===== src/sv/khmt_pkg.sv =====
`timescale 1ns / 1ps
// khmt_pkg: shared types and constants of the killer/history move table
// no dependencies; used by every file of the block except khmt_ram

package khmt_pkg;

  localparam int DEPTH_SLOTS_DEF = 64;
  localparam int CELLS_DEF       = 225;
  localparam int HIST_BITS_DEF   = 24;

  localparam logic [7:0]  NO_MOVE      = 8'hFF;
  localparam logic [19:0] FIRST_SCORE  = 20'd900000;
  localparam logic [19:0] SECOND_SCORE = 20'd800000;
  localparam logic [19:0] HISTORY_CAP  = 20'd700000;

  typedef enum logic [2:0] {
    MODE_ADD_KILLER  = 3'd0,
    MODE_ADD_HISTORY = 3'd1,
    MODE_AGE         = 3'd2,
    MODE_SCORE       = 3'd3,
    MODE_CLEAR       = 3'd4
  } mode_e;

  // one latched request with its precomputed checks
  typedef struct packed {
    logic [2:0]  mode;
    logic [7:0]  cell_idx;
    logic [7:0]  depth;
    logic [14:0] sq;
    logic        cell_ok;
    logic        depth_ok;
  } item_t;

  // write strobes from the update datapath
  typedef struct packed {
    logic kill_we;
    logic hist_we;
    logic score_vld;
  } upd_t;

endpackage


===== src/sv/khmt_alu.sv =====
`timescale 1ns / 1ps
// khmt_alu: killer update, saturating history add and score selection
// depends on khmt_pkg

module khmt_alu #(
  parameter int HIST_BITS = khmt_pkg::HIST_BITS_DEF
) (
  input  khmt_pkg::item_t       item_i,
  input  logic [15:0]           kword_i,
  input  logic [HIST_BITS-1:0]  hist_i,
  output khmt_pkg::upd_t        upd_o,
  output logic [15:0]           kill_wdata_o,
  output logic [HIST_BITS-1:0]  hist_wdata_o,
  output logic [19:0]           score_o
);

  logic [7:0]         first;
  logic [7:0]         second;
  logic [HIST_BITS:0] sum;
  logic [19:0]        hist_capped;

  assign first  = kword_i[15:8];
  assign second = kword_i[7:0];
  assign sum    = {1'b0, hist_i} + (HIST_BITS + 1)'(item_i.sq);

  assign kill_wdata_o = {item_i.cell_idx, first};
  assign hist_wdata_o = sum[HIST_BITS] ? {HIST_BITS{1'b1}} : sum[HIST_BITS-1:0];
  assign hist_capped  = (hist_i > HIST_BITS'(khmt_pkg::HISTORY_CAP)) ?
                        khmt_pkg::HISTORY_CAP : hist_i[19:0];

  always_comb begin
    upd_o   = '0;
    score_o = '0;
    unique case (khmt_pkg::mode_e'(item_i.mode))
      khmt_pkg::MODE_ADD_KILLER: begin
        upd_o.kill_we = item_i.cell_ok && item_i.depth_ok && (first != item_i.cell_idx);
      end
      khmt_pkg::MODE_ADD_HISTORY: begin
        upd_o.hist_we = item_i.cell_ok;
      end
      khmt_pkg::MODE_SCORE: begin
        upd_o.score_vld = 1'b1;
        priority if (!item_i.cell_ok) begin
          score_o = '0;
        end else if (item_i.depth_ok && first == item_i.cell_idx) begin
          score_o = khmt_pkg::FIRST_SCORE;
        end else if (item_i.depth_ok && second == item_i.cell_idx) begin
          score_o = khmt_pkg::SECOND_SCORE;
        end else begin
          score_o = hist_capped;
        end
      end
      default: begin
        upd_o = '0;
      end
    endcase
  end

endmodule


===== config.mk =====
export PLATFORM = sky130hd
export DESIGN_NAME = khmt_alu
export DESIGN_NICKNAME = d
export VERILOG_FILES = /design/src/sv/khmt_pkg.sv /design/src/sv/khmt_alu.sv
export SDC_FILE = /design/constraint.sdc
export NUM_CORES = 1
export LEC_CHECK = 0
export ABC_AREA = 1
export BUFFER_PORTS_ARGS = -buffer_cell sky130_fd_sc_hd__clkbuf_2
export CAP_MARGIN = 40
export CORE_UTILIZATION = 40
export DETAILED_ROUTE_END_ITERATION = 8
export GPL_ROUTABILITY_DRIVEN = 0
export PLACE_DENSITY = 0.8
export SETUP_SLACK_MARGIN = 0.1
export SLEW_MARGIN = 20
export SYNTH_ARGS = -nofsm -noshare
export SYNTH_HDL_FRONTEND = slang
export SYNTH_SLANG_ARGS = --single-unit

===== constraint.sdc =====
create_clock -name vclk -period 6.04
set_input_delay 0.604 -clock vclk [all_inputs]
set_output_delay 0.604 -clock vclk [all_outputs]
set_load 0.005 [all_outputs]

* Word level (Yosys, flattened, before mapping)
Index checks and enable logic that the tools add are counted.
** Storage, ports and cells
- Bits in latches :: 0
- ROM bits :: 0
- Bits in registers :: 0
- Memories kept :: 0
- RAM bits :: 0
- Input bits :: 76
** Cells by class
- Shift operators :: 0
- Multiply operators :: 0
- Add/sub/neg operators :: 1
- Bitwise operators :: 0
- Equal/unequal tests :: 5
- Div/mod/pow operators :: 0
- Order comparisons :: 1
- Muxes and demuxes :: 9
- Reductions and logical operators :: 5
** Operators by type and width (count)
- two-way mux 20 bit :: 5
- adder 24 x 15 -> 25 bit :: 1
- greater-than comparator 24 x 20 -> 1 bit (second input constant) :: 1
- two-way mux 24 bit :: 1
- == test 8 bit :: 2
- inequality test 8 bit :: 1
- logical AND 1 bit :: 4
- == test 3 x 1 -> 1 bit (second input constant) :: 1
- == test 3 x 2 -> 1 bit (second input constant) :: 1
- zero test 3 bit :: 1
- two-way mux 1 bit :: 3

* Depth between registers and ports, before layout
- Depth after elaboration :: 6
- Depth in mapped cells :: 13

* Worst setup path before layout
Ideal clock, no wire load.
- Kind :: input -> output
- From :: input item_i[2] (netlist name)
- To :: output hist_wdata_o[8]
- Stages on the path :: 10
- Arrival time :: 2.145 ns
- Slack :: 3.291 ns
- Path buffers :: 0
- Path through :: ha_1 > fa_1 > nand2_1 > nand2_1 > and2_1 > nand2_1 > o211ai_4 > nand3_1 > nand2_2 > or2_2
** On the way
- Longest elaborated chain between the ends :: 2
** Ends and longest elaborated chain
- start, declared :: RTL line khmt_alu.sv:8 : input khmt_pkg::item_t item_i,
- adder 24 x 15 -> 25 bit :: RTL line khmt_alu.sv:24 : assign sum = {1'b0, hist_i} + (HIST_BITS + 1)'(item_i.sq);
- two-way mux 24 bit :: RTL line khmt_alu.sv:27 : assign hist_wdata_o = sum[HIST_BITS] ? {HIST_BITS{1'b1}} : sum[HIST_BITS-1:0];
- end, declared :: RTL line khmt_alu.sv:13 : output logic [HIST_BITS-1:0] hist_wdata_o,
No other way between the ends.

* Worst setup path in the final report
- From :: input hist_i[0]
- To :: output hist_wdata_o[12]
** On the way
- Longest elaborated chain between the ends :: 2
** Ends and longest elaborated chain
- start, declared :: RTL line khmt_alu.sv:10 : input logic [HIST_BITS-1:0] hist_i,
- adder 24 x 15 -> 25 bit :: RTL line khmt_alu.sv:24
- two-way mux 24 bit :: RTL line khmt_alu.sv:27
No other way between the ends.

==> run summary <==
status: completed
FFs & Latches: 0
CP max FO: 17
All-Layer GR Usage: 0.2376
DR pass1 iterations: 4
antenna violations before repair: 0
most frequent cells after synthesis: nand2_1 (105), nor2_1 (58), inv_1 (53)
DP Area: 0.002710 mm^2
CTS resizes: 0
layout cells sized above 1: 0.3137
Post-layout nets: 604
DRT iter0 DRCs: 199
leakage power: 1.645 nW
total power: 0.0002105 W
routed vias: 2911
Post-CTS Setup Repair Bufs: 0
final setup fails: 0
largest net degree at the start of global routing: 18
Seq/Total Area, Yosys: 0
max-cap check violation count: 0
cell area after synthesis: 0.002135 mm^2
yosys warns: 0
area share of the largest cell type after synthesis: 0.1846
worst path cell trace: clkbuf_2 > ha_1 > fa_1 > nand2_1 > nand2_1 > and2_1 > nand2_1 > o211ai_4 > nand3_1 > nand2_2 > inv_4 > nand3_1 > clkbuf_2
area grow syn2layout: 26.96%
Req. time, crit path: 5440 ps
# clk buffers: 0
area of the multi-input gates: 0.001762 mm^2
M2 GR Usage: 0.4665
Core ar.: 0.005107 mm^2
Tmin final: 3210 ps
worst min path class: in -> out
# diodes: 0
Max transition margin: 0.6932
Die Y-Extent: 75.05 um
gr busiest metal: met2
worst vdd ir: 38.05 uV
Fill cells: 572
RSZ-0062 raised after global routing: no
vias in the first global route: 2471
GR met3 Demand/Resource: 0.008032
# hold bufs at CTS: 0
Worst setup EP type: output port
Storage cell area: 0 um^2
Crit-path slowest cell: fa_1
Slew @ Worst Pin: 459.1 ps
total die area: 0.005633 mm^2
cells after synthesis: 400
Starting Density: 0.4179
Final Max Slew Viols: 0
hold violation count in the final report: 0
max incr delay on CP: 390 ps
Worst setup SP type: input port
Pwr per Cell Area: 77.66 mW/mm^2
final design area excluding fillers: 0.002710 mm^2
IO Pins: 139
setup TNS: 0 ps
most frequent cell after synthesis: nand2_1
Horiz. Die Dim: 75.05 um
post-synth cell types: 37
top cell type by total area after synthesis: nand2_1
Buf+Inv Stages, Crit Path: 3
Row Count: 26
Top delay family on crit path: simple AND/OR/NAND/NOR gates
routed len/inst: 11.86 um
grt met1 use: 0.2883
share of the core filled with cells: 0.5306
Mean Syn Cell Area: 5.336 um^2
top cells by area, synth: nand2_1 (18%), nor2_1 (10%), inv_1 (9.3%)
Synthesized Nets: 492
Peak Freq: 311.5 MHz
first-pass GRT wire length: 10570 um
GRT Residual Overflow: 0
# DRC: 0
PortBufs: 131
hold_ws: 1405 ps
DP HPWL: 6159 um
critical path data arrival time: 2610 ps
DRT antenna net count: 0
routed wire length: 6878 um
Period Utilization, post-route: 0.5315
CP most frequent cell: nand2_1
WS Path Type: in -> out
vias per inst: 5.019
==> cells by family after synthesis <==
kind of cell,Yosys count,share of synthesized area
AO/OA/AOI/OAI,55,0.1430
XOR/XNOR,18,0.07386
adder cells (fa/ha/maj),16,0.09730
buffers and inverters,75,0.1747
AND/OR/NAND/NOR,236,0.5112
==> cell usage in the layout (no fill, tap or decap) <==
cell	netlist	routed
a21o_1	2	2
a21oi_1	32	32
a21oi_2	1	1
a31oi_1	1	1
and2_1	1	1
clkbuf_2	0	131
fa_1	1	1
ha_1	15	15
inv_1	53	53
inv_4	1	1
nand2_1	105	105
nand2_2	6	6
nand3_1	29	29
nand3_2	8	8
nand3_4	1	1
nand3b_1	3	3
nand4_1	5	5
nor2_1	58	58
nor2_2	1	1
nor2_4	1	1
nor3_1	6	6
nor4_1	1	1
nor4_4	1	1
o211ai_1	1	1
o211ai_4	1	1
o21ai_0	15	15
o21ai_1	1	1
o22ai_1	1	1
or2_0	1	1
or2_2	8	8
or4_1	1	1
xnor2_1	2	2
xor2_1	16	16
==> through the flow <==
stage | cells | setup slack, ps
2_1_floorplan | 400 | 3291
3_3_place_gp | 580 | 2866
3_5_place_dp | 580 | 2817
4_1_cts | 580 | 2815
5_1_grt | 580 | 2671
6_report | 580 | 2830
==> power by group <==
part,leakage [nW],total [W],switching (W),internal [W]
sequential,0,0,0,0
combinational,1.64,0.000210,0.000120,0.0000909
clock,0,0,0,0
==> per-layer routing <==
layer  part of all wire  vias up  routed length (um)
met5                  0        -                   0
met1               0.41     1285                2836
met4              0.013        0                  90
li1                   -     1496                   -
met3              0.064       10                 437
met2               0.51      120                3515
==> path summary, 6_finish.rpt <==
check                  start               end  slack (ps)  depth (start not counted)
hold / removal    kword_i[9]   kill_wdata_o[1]        1400                          2
setup / recovery   hist_i[0]  hist_wdata_o[12]        2830                         13
==> layout make-up <==
cell class                      instances  share of cell area
Timing Repair Buffer                  131              0.2419
Tap cell                               70             0.03232
Inverter                               54             0.07572
Multi-Input combinational cell        325              0.6500
No activity file was read; power rests on OpenSTA's default activity.
