## config.mk

```make
export PLATFORM = sky130hd
export DESIGN_NAME = khmt_ram
export DESIGN_NICKNAME = d
export VERILOG_FILES = /design/src/sv/khmt_ram.sv
export SDC_FILE = /design/constraint.sdc
export NUM_CORES = 1
export LEC_CHECK = 0
export ABC_AREA = 1
export BUFFER_PORTS_ARGS = -buffer_cell sky130_fd_sc_hd__buf_2
export CAP_MARGIN = 30
export CORE_MARGIN = 4
export CORE_UTILIZATION = 45
export CTS_BUF_LIST = sky130_fd_sc_hd__clkbuf_16
export DETAILED_ROUTE_END_ITERATION = 8
export PLACE_DENSITY_LB_ADDON = 0.25
export SYNTH_ARGS = -nofsm -noshare
export SYNTH_HDL_FRONTEND = slang
export SYNTH_SLANG_ARGS = --single-unit
```

## constraint.sdc

```tcl
create_clock -name clk_i -period 3.1 [get_ports clk_i]
set_input_delay 0.62 -clock clk_i [delete_from_list [all_inputs] [get_ports clk_i]]
set_output_delay 0.62 -clock clk_i [all_outputs]
set_load 0.05 [all_outputs]
```

## src/sv/khmt_ram.sv

```systemverilog
`timescale 1ns / 1ps
// khmt_ram: generic single-write, single-read ram with registered read data
// no dependencies

module khmt_ram #(
  parameter int WIDTH = 8,
  parameter int DEPTH = 64,
  localparam int AW = (DEPTH > 1) ? $clog2(DEPTH) : 1
) (
  input  logic             clk_i,
  input  logic             we_i,
  input  logic [AW-1:0]    waddr_i,
  input  logic [WIDTH-1:0] wdata_i,
  input  logic [AW-1:0]    raddr_i,
  output logic [WIDTH-1:0] rdata_o
);

  logic [WIDTH-1:0] mem_q [DEPTH];
  logic [WIDTH-1:0] rdata_q;

  always_ff @(posedge clk_i) begin
    if (we_i) begin
      mem_q[waddr_i] <= wdata_i;
    end
    rdata_q <= mem_q[raddr_i];
  end

  assign rdata_o = rdata_q;

endmodule

```

Yosys cells after proc, flatten, opt, wreduce, memory -nomap -nowiden
Memory sizes are Yosys's and may differ from the RTL's. A register that Yosys moved wholly into a read port is not among the register bits.
Cells that the tools add are included.
{"block": "classes", "mux": 2}
{"cell": "$mux 1", "count": 2}
{"block": "totals", "memories": 1, "mem_bits_rw": 512, "ff_bits": 0}
{"memory": "mem_q", "depth": 64, "word_bits": 8, "rd": 1, "rd_clocked_by_memory_dff": 1, "wr": 1, "line": "18", "rtl": "logic [WIDTH-1:0] mem_q [DEPTH];"}

Depth between registers and ports, before layout
Gate-level depths: netlist of the first run.
{"block": "logic_depth", "ltp_word": 2, "mapped_depth": 12, "ltp_nobuf": 9}

Least setup slack after synthesis of the first run
No wires, ideal clock.
{"block": "synth_timing", "path_kind": "input-to-reg", "start": "input we_i", "end": "memory mem_q[48][0] (enable)", "n_path_buf": 1, "stages": 3, "path_slack_ns": 0.714, "t_arrival_ns": 1.991, "setup_time_ns": 0.395, "required_time_ns": 2.705, "path_cell_list": "clkbuf_1 > nand4_1 > nor4_1"}
{"block": "synth_between", "elab_chain_len": 2}
{"element": "from (decl)", "line": "11", "rtl": "input logic we_i,"}
{"element": "$mux 1", "line": "22", "rtl": "if (we_i) begin"}
{"element": "$mux 1 (not written as such)", "line": "23", "rtl": "mem_q[waddr_i] <= wdata_i;"}
{"element": "to (decl)", "line": "18"}
Every way passes these cells.

Worst setup path in the final report of the first run
{"block": "layout_timing", "start": "register rdata_q[1] (netlist: rdata_o[1]), read port of mem_q", "end": "output rdata_o[1]"}
{"element": "from (decl)", "line": "19", "rtl": "logic [WIDTH-1:0] rdata_q;"}
{"element": "to (decl)", "line": "15", "rtl": "output logic [WIDTH-1:0] rdata_o"}
No word-level cell between the ends.

==> results of run 1 <==
## Yosys cell counts (all sizes together)
library cell	number	area share
edfxtp	512	0.72
dfxtp	8	0.0075
inv	12	0.0023
nand2	648	0.11
nor4	8	0.0023
nand3	439	0.10
buf	98	0.035
clkbuf	15	0.0026
nor2	56	0.0099
nand4	9	0.0026
## worst paths after layout
kind / from / slack, ns / to
min reg2reg: mem_q[44][1] / 0.82 / rdata_o[1]
max reg2reg: mem_q[23][4] / 1.64 / rdata_o[4]
max: rdata_o[1] / 1.08 / rdata_o[1]
min: wdata_i[3] / 0.31 / mem_q[59][3]
## layout make-up
cell class / instances / area, um^2
inverter: 12 / 52.6
multi-input combinational: 1160 / 4950
timing repair buffer: 141 / 1140
antenna: 1 / 2.50
clock inverter: 42 / 307
clock buffer: 53 / 1330
tap: 607 / 759
fill: 4071 / 22700
sequential: 520 / 15500
## registers in the layout, summed over array words and instances (netlist names)
register	cells
rdata_o	8
mem_q	512
## through the flow
step	power (mW)	setup slack (ns)	utilization
floorplan	8.54	0.714	-
global placement	8.92	0.577	0.480
detailed placement	8.93	0.584	0.480
CTS	14.9	1.10	0.515
global route	15.3	1.01	0.515
finish	14.8	1.08	0.515
## routing by layer
| layer | vias up | global-route usage |
|---|---|---|
| met1 | 6745 | 0.295 |
| met4 | 0 | 0.0684 |
| met5 | - | 0 |
| li1 | 6521 | - |
| met2 | 502 | 0.336 |
| met3 | 86 | 0.0438 |
## logic make-up (layout without fill, tap and decap cells)
kind of cell / count (synthesis) / count (layout)
buf+inv: 125 / 248
flops: 520 / 520
simple gates: 1160 / 1160
other cells: 0 / 1
## report_power, final
| group | total, mW | internal [mW] | switching [mW] |
|---|---|---|---|
| Clock | 6.03 | 3.49 | 2.54 |
| Combinational | 0.973 | 0.249 | 0.724 |
| Sequential | 7.81 | 7.78 | 0.0285 |
==> out/qor.txt, run 1 <==
# port buffers - 29
Leak - 8.85 nW
Hold WS - 0.314 ns
Mapped Nets - 1,827
Num CTS Buffers - 52
clk sinks - 520
most frequent cells in the layout - 648 x nand2_1, 512 x edfxtp_1, 439 x nand3_1
Slew Limit Fails - 0
normalized max-slew margin - 0.410
CTS max path bufs - 3
worst-path cell chain - buf_2
WP data arrival - 1.40 ns
Worst Path Buf+Inv - 1
Unique masters post-synth - 16
compound-cell area share of the yosys netlist - 0
xor/xnor share of the synthesized area - 0
Worst Path Max Fanout - 1
std cell rows - 79
period utilisation layout - 0.652
Boundary Pins - 30
worst reg2reg path depth - 8
clock skew - 0.00619 ns
PwrDens - 615 mW/mm^2
WP data required - 2.48 ns
post-route ant nets - 0
hold buffers post-CTS - 0
number of global-route vias before repair - 13,600
Area growth syn-to-layout - 12.8%
Cell Area, Synth - 0.0213 mm^2
Max IR drop VDD - 462 uV
die height - 226 um
Final Non-Filler Cells - 2,536
core outline area - 0.0468 mm^2
simple-gate share of the synthesized area - 0.232
WP depth - 1
global route overflow - 0
htree depth - 2
chip width - 226 um
layout cells sized above 1 - 0.110
Total GRT Usage - 0.211
die area - 0.0510 mm^2
Synth Area in Adders - 0
Top delay family on crit path - flip-flops
status - completed
routed length per instance - 21.1 um
Post-CTS Setup Inserts - 0
startpoint types - flop
Synth Register Bits - 520
Worst Setup End Kind - output port
commonest non-fill, non-tap cell in the layout - nand2_1
pin count of the biggest net entering global routing - 105
WL final - 53.5 mm
Vias - 13,900
Placed Area - 0.0224 mm^2
metal2 WL - 25.3 mm
CTS resizes - 0
first-pass GRT wire length - 81.8 mm
endpoints failing setup - 0
Inst Count DP - 2,440
fin crit period - 2.02 ns
Clock Root Buffer - clkbuf_16
Highest Signal Layer - met4
vias per inst - 5.46
RSZ-0062 raised after global routing - no
register clock-pin slew on the reported worst setup and hold paths - 0.06 ns
total negative slack - 0 ns
Clk Latency, worst-skew pair - 0.58 ns
WS Path Type - flop to output port
hold depth - 1
hpwl dp - 32.1 mm
DRC viols - 0
post-synthesis instance total - 1,805
wl on met1 - 22.4 mm
endpoints failing hold - 0
Ys Warns - 0
Nets - 1,909
Worst Max-Slew Pin Slew - 0.881 ns
CTS tree - done
slowest cell delay on critical path - 0.50 ns
Initial Util - 0.456
Tightest Hold Check Type - input pin to flop
syn avg cell area - 11.8 um^2
met3 wire len - 4.45 mm
Placer Congestion - 0.914
Design Area, Final - 0.0241 mm^2
main combinational cell family by area after synthesis - simple AND/OR/NAND/NOR gates
Seq/Total Area, Yosys - 0.728
1st-iter DRT viols - 1,352
mux share of post-synthesis cell area - 0
antenna violations before repair - 1
CP max stage cell - dfxtp_1
TritonRoute pass-1 iters - 6
Peak Freq - 495 MHz
max capacitance violation total - 0
(Power assumes the default switching activity.)
==> run 2: changes to the inputs <==
==> constraint.sdc (replaced) <==
create_clock -name clk_i -period 1.7 [get_ports clk_i]
set_input_delay 0.34 -clock clk_i [delete_from_list [all_inputs] [get_ports clk_i]]
set_output_delay 0.34 -clock clk_i [all_outputs]
set_load 0.05 [all_outputs]
==> run 2 against run 1 <==
Against the previous run: highest routed layer unchanged; via count is 1.5% higher; critical path type unchanged; worst setup slack worse by 1.0 ns; register-to-register slack worse by 1.3 ns; sequential power is 82% higher.
==> out/qor.txt, run 2 (synthesis gave the netlist of run 1 again) <==
status - completed
clk sinks - 520
die height - 226 um
filler cell count - 3,961
part of the power in the clock network - 0.406
Total Power - 27.2 mW
CP max stage cell - dfxtp_1
die area - 0.0510 mm^2
TritonRoute pass-1 iters - 6
Placer Congestion - 0.823
Peak Freq - 611 MHz
Placed Area - 0.0231 mm^2
Design Area, Final - 0.0248 mm^2
endpoints failing hold - 0
Hold WS - 0.144 ns
worst-path cell chain - buf_4
WP data arrival - 1.30 ns
Biggest register - mem_q
DRC viols - 0
DP Worst Slack - -0.327 ns
WP depth - 1
Clk Latency, worst-skew pair - 0.60 ns
global route overflow - 0
std cell rows - 79
clock skew - 0.0117 ns
CTS max path bufs - 3
Sw Share - 0.230
register clock-pin slew on the reported worst setup and hold paths - 0.06 ns
vias per inst - 5.43
Vias - 14,100
CTS tree - done
reg-to-reg critical path endpoint - rdata_o[4]
Comb power frac - 0.071
Num CTS Buffers - 54
PwrDens - 1100 mW/mm^2
Worst Path Max Fanout - 1
Leak - 9.14 nW
Reg2Reg Setup Slack - 0.31 ns
RR Startpoint - mem_q[58][4]
register area - 0.0155 mm^2
chip width - 226 um
post-route ant nets - 0
Initial Util - 0.456
1st-iter DRT viols - 1,669
hpwl dp - 32.1 mm
Worst setup endpoint - rdata_o[2]
Top delay family on crit path - flip-flops
multi-input combinational cell area - 0.00503 mm^2
setup ws final - 0.0643 ns
Worst Setup End Kind - output port
NetSw - 6.25 mW
normalized max-slew margin - 0.438
Boundary Pins - 30
total negative slack - 0 ns
htree depth - 2
Sequential Power Share - 0.523
slowest cell delay on critical path - 0.44 ns
Highest Signal Layer - met4
fin crit period - 1.64 ns
commonest non-fill, non-tap cell in the layout - nand2_1
# port buffers - 29
pin count of the biggest net entering global routing - 66
Total GRT Usage - 0.214
routed length per instance - 21.0 um
wl on met1 - 23.9 mm
critical path launch point - rdata_o[2]
layout cells sized above 1 - 0.140
RSZ-0062 raised after global routing - no
Nets - 1,958
max capacitance violation total - 0
Max IR drop VDD - 771 uV
first-pass GRT wire length - 82.9 mm
worst reg2reg path depth - 8
Tightest Hold Check Type - input pin to flop
Slew Limit Fails - 0
met3 wire len - 4.19 mm
startpoint types - flop
WP data required - 1.36 ns
Worst Path Buf+Inv - 1
ANT cells - 0
period utilisation layout - 0.962
WS Path Type - flop to output port
number of global-route vias before repair - 13,600
most frequent cells in the layout - 648 x nand2_1, 512 x edfxtp_1, 439 x nand3_1
metal2 WL - 25.2 mm
endpoints failing setup - 0
Int Pwr - 21.0 mW
max reg flops - 512
Clock Root Buffer - clkbuf_16
Worst Max-Slew Pin Slew - 0.844 ns
Area growth syn-to-layout - 16.0%
antenna violations before repair - 0
core outline area - 0.0468 mm^2
WL final - 54.4 mm
hold buffers post-CTS - 0
[run 2: area by class of cell]
class,instances,area share
Tap cell,607,0.0307
Timing Repair Buffer,188,0.0695
Multi-Input combinational cell,1160,0.203
Sequential cell,520,0.628
Clock inverter,46,0.0122
Clock buffer,54,0.0546
Inverter,12,0.00222
[run 2: what timing repair did]
action                     in CTS  in global routing
gates cloned                    0                  0
resized for setup               2                  1
setup endpoints to repair       2                  1
buffers inserted                0                  0
[run 2: per-layer routing]
metal | global-route usage | vias up
met1 | 0.313 | 6842
li1 | - | 6621
met4 | 0.0541 | 0
met3 | 0.0420 | 81
met2 | 0.333 | 516
met5 | 0 | -
[run 2: worst min-delay path by stage]
stage,start,to,slack [ns],cells past startpoint
final,raddr_i[5],rdata_o[5],0.14,3
after global placement,raddr_i[5],rdata_o[2],0.74,3
after CTS,raddr_i[5],rdata_o[5],0.11,3
after floorplan,wdata_i[0],mem_q[0][0],0.44,0
after detailed placement,raddr_i[5],rdata_o[5],0.75,3
after global routing,raddr_i[5],rdata_o[5],0.13,3
[run 2: worst reg2reg max path: stages, from the launching register on]
cell and delay, ns:
edfxtp_1 0.37, nand2_1 0.08, nand3_1 0.08, nand3_1 0.14, nand2_1 0.07, nand2_1 0.07
nand3_1 0.09, nand3_1 0.19, nand2_1 0.16
[run 2: power by group through the flow]
stage          registers [mW]  logic (mW)  clock network (mW)
3_5_place_dp             14.5        1.92                   0
6_report                 14.2        1.93                11.1
2_1_floorplan            14.6        1.02                   0
4_1_cts                  14.2        1.93                11.2
5_1_grt                  14.2        2.11                11.8
3_3_place_gp             14.5        1.91                   0
[run 2: metrics by stage]
stage | std cells | util
finish | 2587 | 0.530
global route | 2587 | 0.530
CTS | 2587 | 0.529
detailed placement | 2487 | 0.494
global placement | 2487 | 0.494
floorplan | 1805 | -
==> run 3: changes to the inputs <==
--- a/config.mk
+++ b/config.mk
@@ -5,14 +5,15 @@
 export SDC_FILE = /design/constraint.sdc
 export NUM_CORES = 1
 export LEC_CHECK = 0
-export ABC_AREA = 1
 export BUFFER_PORTS_ARGS = -buffer_cell sky130_fd_sc_hd__buf_2
 export CAP_MARGIN = 30
 export CORE_MARGIN = 4
 export CORE_UTILIZATION = 45
 export CTS_BUF_LIST = sky130_fd_sc_hd__clkbuf_16
 export DETAILED_ROUTE_END_ITERATION = 8
+export GPL_ROUTABILITY_DRIVEN = 0
 export PLACE_DENSITY_LB_ADDON = 0.25
+export SKIP_CTS_REPAIR_TIMING = 1
 export SYNTH_ARGS = -nofsm -noshare
 export SYNTH_HDL_FRONTEND = slang
 export SYNTH_SLANG_ARGS = --single-unit
==> run 3 against run 2 <==
Against the previous run: the run now ends with setup timing left; clock skew is 0.0036 ns lower; non-clock buffer count is 25 higher; final cell count is 31% lower; sequential share of layout area is 0.80 points higher; routed wire length is 13% lower; worst hold slack better by 0.082 ns; critical path depth is 4 higher; power hardly changed; die area is 5.3% lower; area after synthesis is 5.5% lower; first-iteration DRC count is 25% lower; via count is 28% lower; largest power group unchanged; highest routed layer is now met5.
==> out/qor.txt, run 3 <==
chip width - 220 um
startpoint types - flop
reg-to-reg critical path endpoint - rdata_o[6]
Biggest register - mem_q
Initial Util - 0.456
max reg flops - 512
PwrDens - 1110 mW/mm^2
pin count of the biggest net entering global routing - 65
endpoints failing setup - 8
Num CTS Buffers - 52
core outline area - 0.0442 mm^2
WP data required - 2.16 ns
WL final - 47.1 mm
max capacitance violation total - 0
# port buffers - 29
Unique masters post-synth - 40
Worst Max-Slew Pin Slew - 0.803 ns
antenna violations before repair - 2
TritonRoute pass-1 iters - 7
worst reg2reg path depth - 5
Clk Latency, worst-skew pair - 0.59 ns
hpwl dp - 30.0 mm
post-route ant nets - 0
global route overflow - 0
normalized max-slew margin - 0.464
1st-iter DRT viols - 1,246
Area growth syn-to-layout - 21.2%
Worst Setup End Kind - flop
Vias - 10,200
share of the synthesized area in the top cell type - 0.762
Final Util - 0.553
clock skew - 0.00811 ns
Seq/Total Area, Yosys - 0.770
std cell rows - 77
RSZ-0062 raised after global routing - yes
violated checks - setup timing
clk sinks - 520
first-pass GRT wire length - 69.6 mm
Ys Warns - 0
DRC viols - 0
CTS max path bufs - 3
cell taking the most area after synthesis - edfxtp_1
Synth async-reset ratio - 0
Nets - 1,178
Area contributors post-synth - edfxtp_1 76%, mux4_2 14%, nor2_1 1.5%, mux2i_1 1.1%, dfxtp_1 0.79%
WS Path Type - flop to flop
DP Worst Slack - -0.876 ns
period utilisation layout - 1.07
filler cell count - 3,304
Synth Register Bits - 520
hold worst-path end - rdata_o[5]
die height - 220 um
status - finished, violations left
Peak Freq - 550 MHz
hold depth - 3
Clock Root Buffer - clkbuf_16
top-count cell post-synth - edfxtp_1
most frequent cells in the layout - 512 x edfxtp_1, 152 x buf_4, 126 x mux4_2
RR Startpoint - mem_q[16][6]
synth cell count leaders - 512 x edfxtp_1, 126 x mux4_2, 83 x nor2_1
Reg2Reg Setup Slack - -0.12 ns
endpoints failing hold - 0
Mapped Nets - 962
Slew Limit Fails - 0
post-synthesis instance total - 940
Tightest Hold Check Type - input pin to flop
Total GRT Usage - 0.199
WP data arrival - 2.28 ns
Worst Path Max Fanout - 1
register clock-pin slew on the reported worst setup and hold paths - 0.06 ns
Most used DFF post-synth - edfxtp_1
Inst Count DP - 1,694
commonest non-fill, non-tap cell in the layout - edfxtp_1
hold path start - raddr_i[5]
CTS tree - done
fin crit period - 1.82 ns
Final Non-Filler Cells - 1,789
vias per inst - 5.68
setup ws final - -0.118 ns
Max IR drop VDD - 680 uV
Leak - 8.07 nW
htree depth - 2
number of global-route vias before repair - 10,300
Boundary Pins - 30
die area - 0.0483 mm^2
Post-synth EDFFs - 512
layout cells sized above 1 - 0.387
Cell Area, Synth - 0.0202 mm^2
syn avg cell area - 21.5 um^2
routed length per instance - 26.3 um
[run 3: final cells by class]
cell class,instances,area (um^2),area share
Antenna cell,1,2.50,0.000102
Clock buffer,53,1330,0.0543
Clock inverter,41,362,0.0148
Multi-Input combinational cell,369,4510,0.184
Sequential cell,520,15500,0.636
Tap cell,592,741,0.0303
Timing Repair Buffer,213,1970,0.0806
[run 3: worst max path at each step]
stage | from | to | slack [ns] | depth (start not counted)
after floorplan | raddr_i[0] | rdata_o[7] | -0.19 | 7
after global placement | raddr_i[0] | rdata_o[5] | -0.85 | 7
after detailed placement | raddr_i[0] | rdata_o[5] | -0.88 | 7
after CTS | mem_q[3][5] | rdata_o[5] | -0.38 | 5
after global routing | mem_q[28][4] | rdata_o[4] | -0.15 | 5
final | mem_q[16][6] | rdata_o[6] | -0.12 | 5
[run 3: cell families after synthesis]
logic type / share of synthesized area
and+or+nand+nor: 0.0339
muxes: 0.159
buffers and inverters: 0.0157
AOI/OAI and AO/OA: 0.0207
DFF: 0.770
[run 3: critical path: stages, from the launching register on]
cell and delay, ns:
edfxtp_1 0.38, mux4_2 0.48, mux2_4 0.29, o221a_4 0.28
nor3_4 0.18, o32ai_2 0.10
[run 3: power by group]
group          total, mW  switching, mW  internal, mW  leakage (nW)
logic               1.71          0.987         0.720          2.52
registers           14.2         0.0505          14.2          4.67
clock network       11.3           4.61          6.68         0.872
total               27.2           5.65          21.6          8.07
[run 3: layer usage]
layer / vias up / wire (um) / share of wire / global-route usage
li1: 4360 / - / - / -
met1: 5356 / 20300 / 0.43 / 0.294
met2: 364 / 22400 / 0.48 / 0.310
met3: 79 / 3170 / 0.067 / 0.0374
met4: 2 / 1170 / 0.025 / 0.0557
met5: - / 11 / 0.00023 / 0
[run 3: per-stage QoR]
stage | setup TNS (ns) | power (mW) | area (um^2) | hold WS (ns)
after floorplan | -18.01 | 15.4 | 20300 | 0.439
after global placement | -5.35 | 16.1 | 22600 | 0.783
after detailed placement | -5.77 | 16.2 | 22600 | 0.802
after CTS | -1.45 | 27.4 | 24300 | 0.185
after global routing | -0.981 | 28.1 | 24400 | 0.224
final | -0.662 | 27.2 | 24400 | 0.227
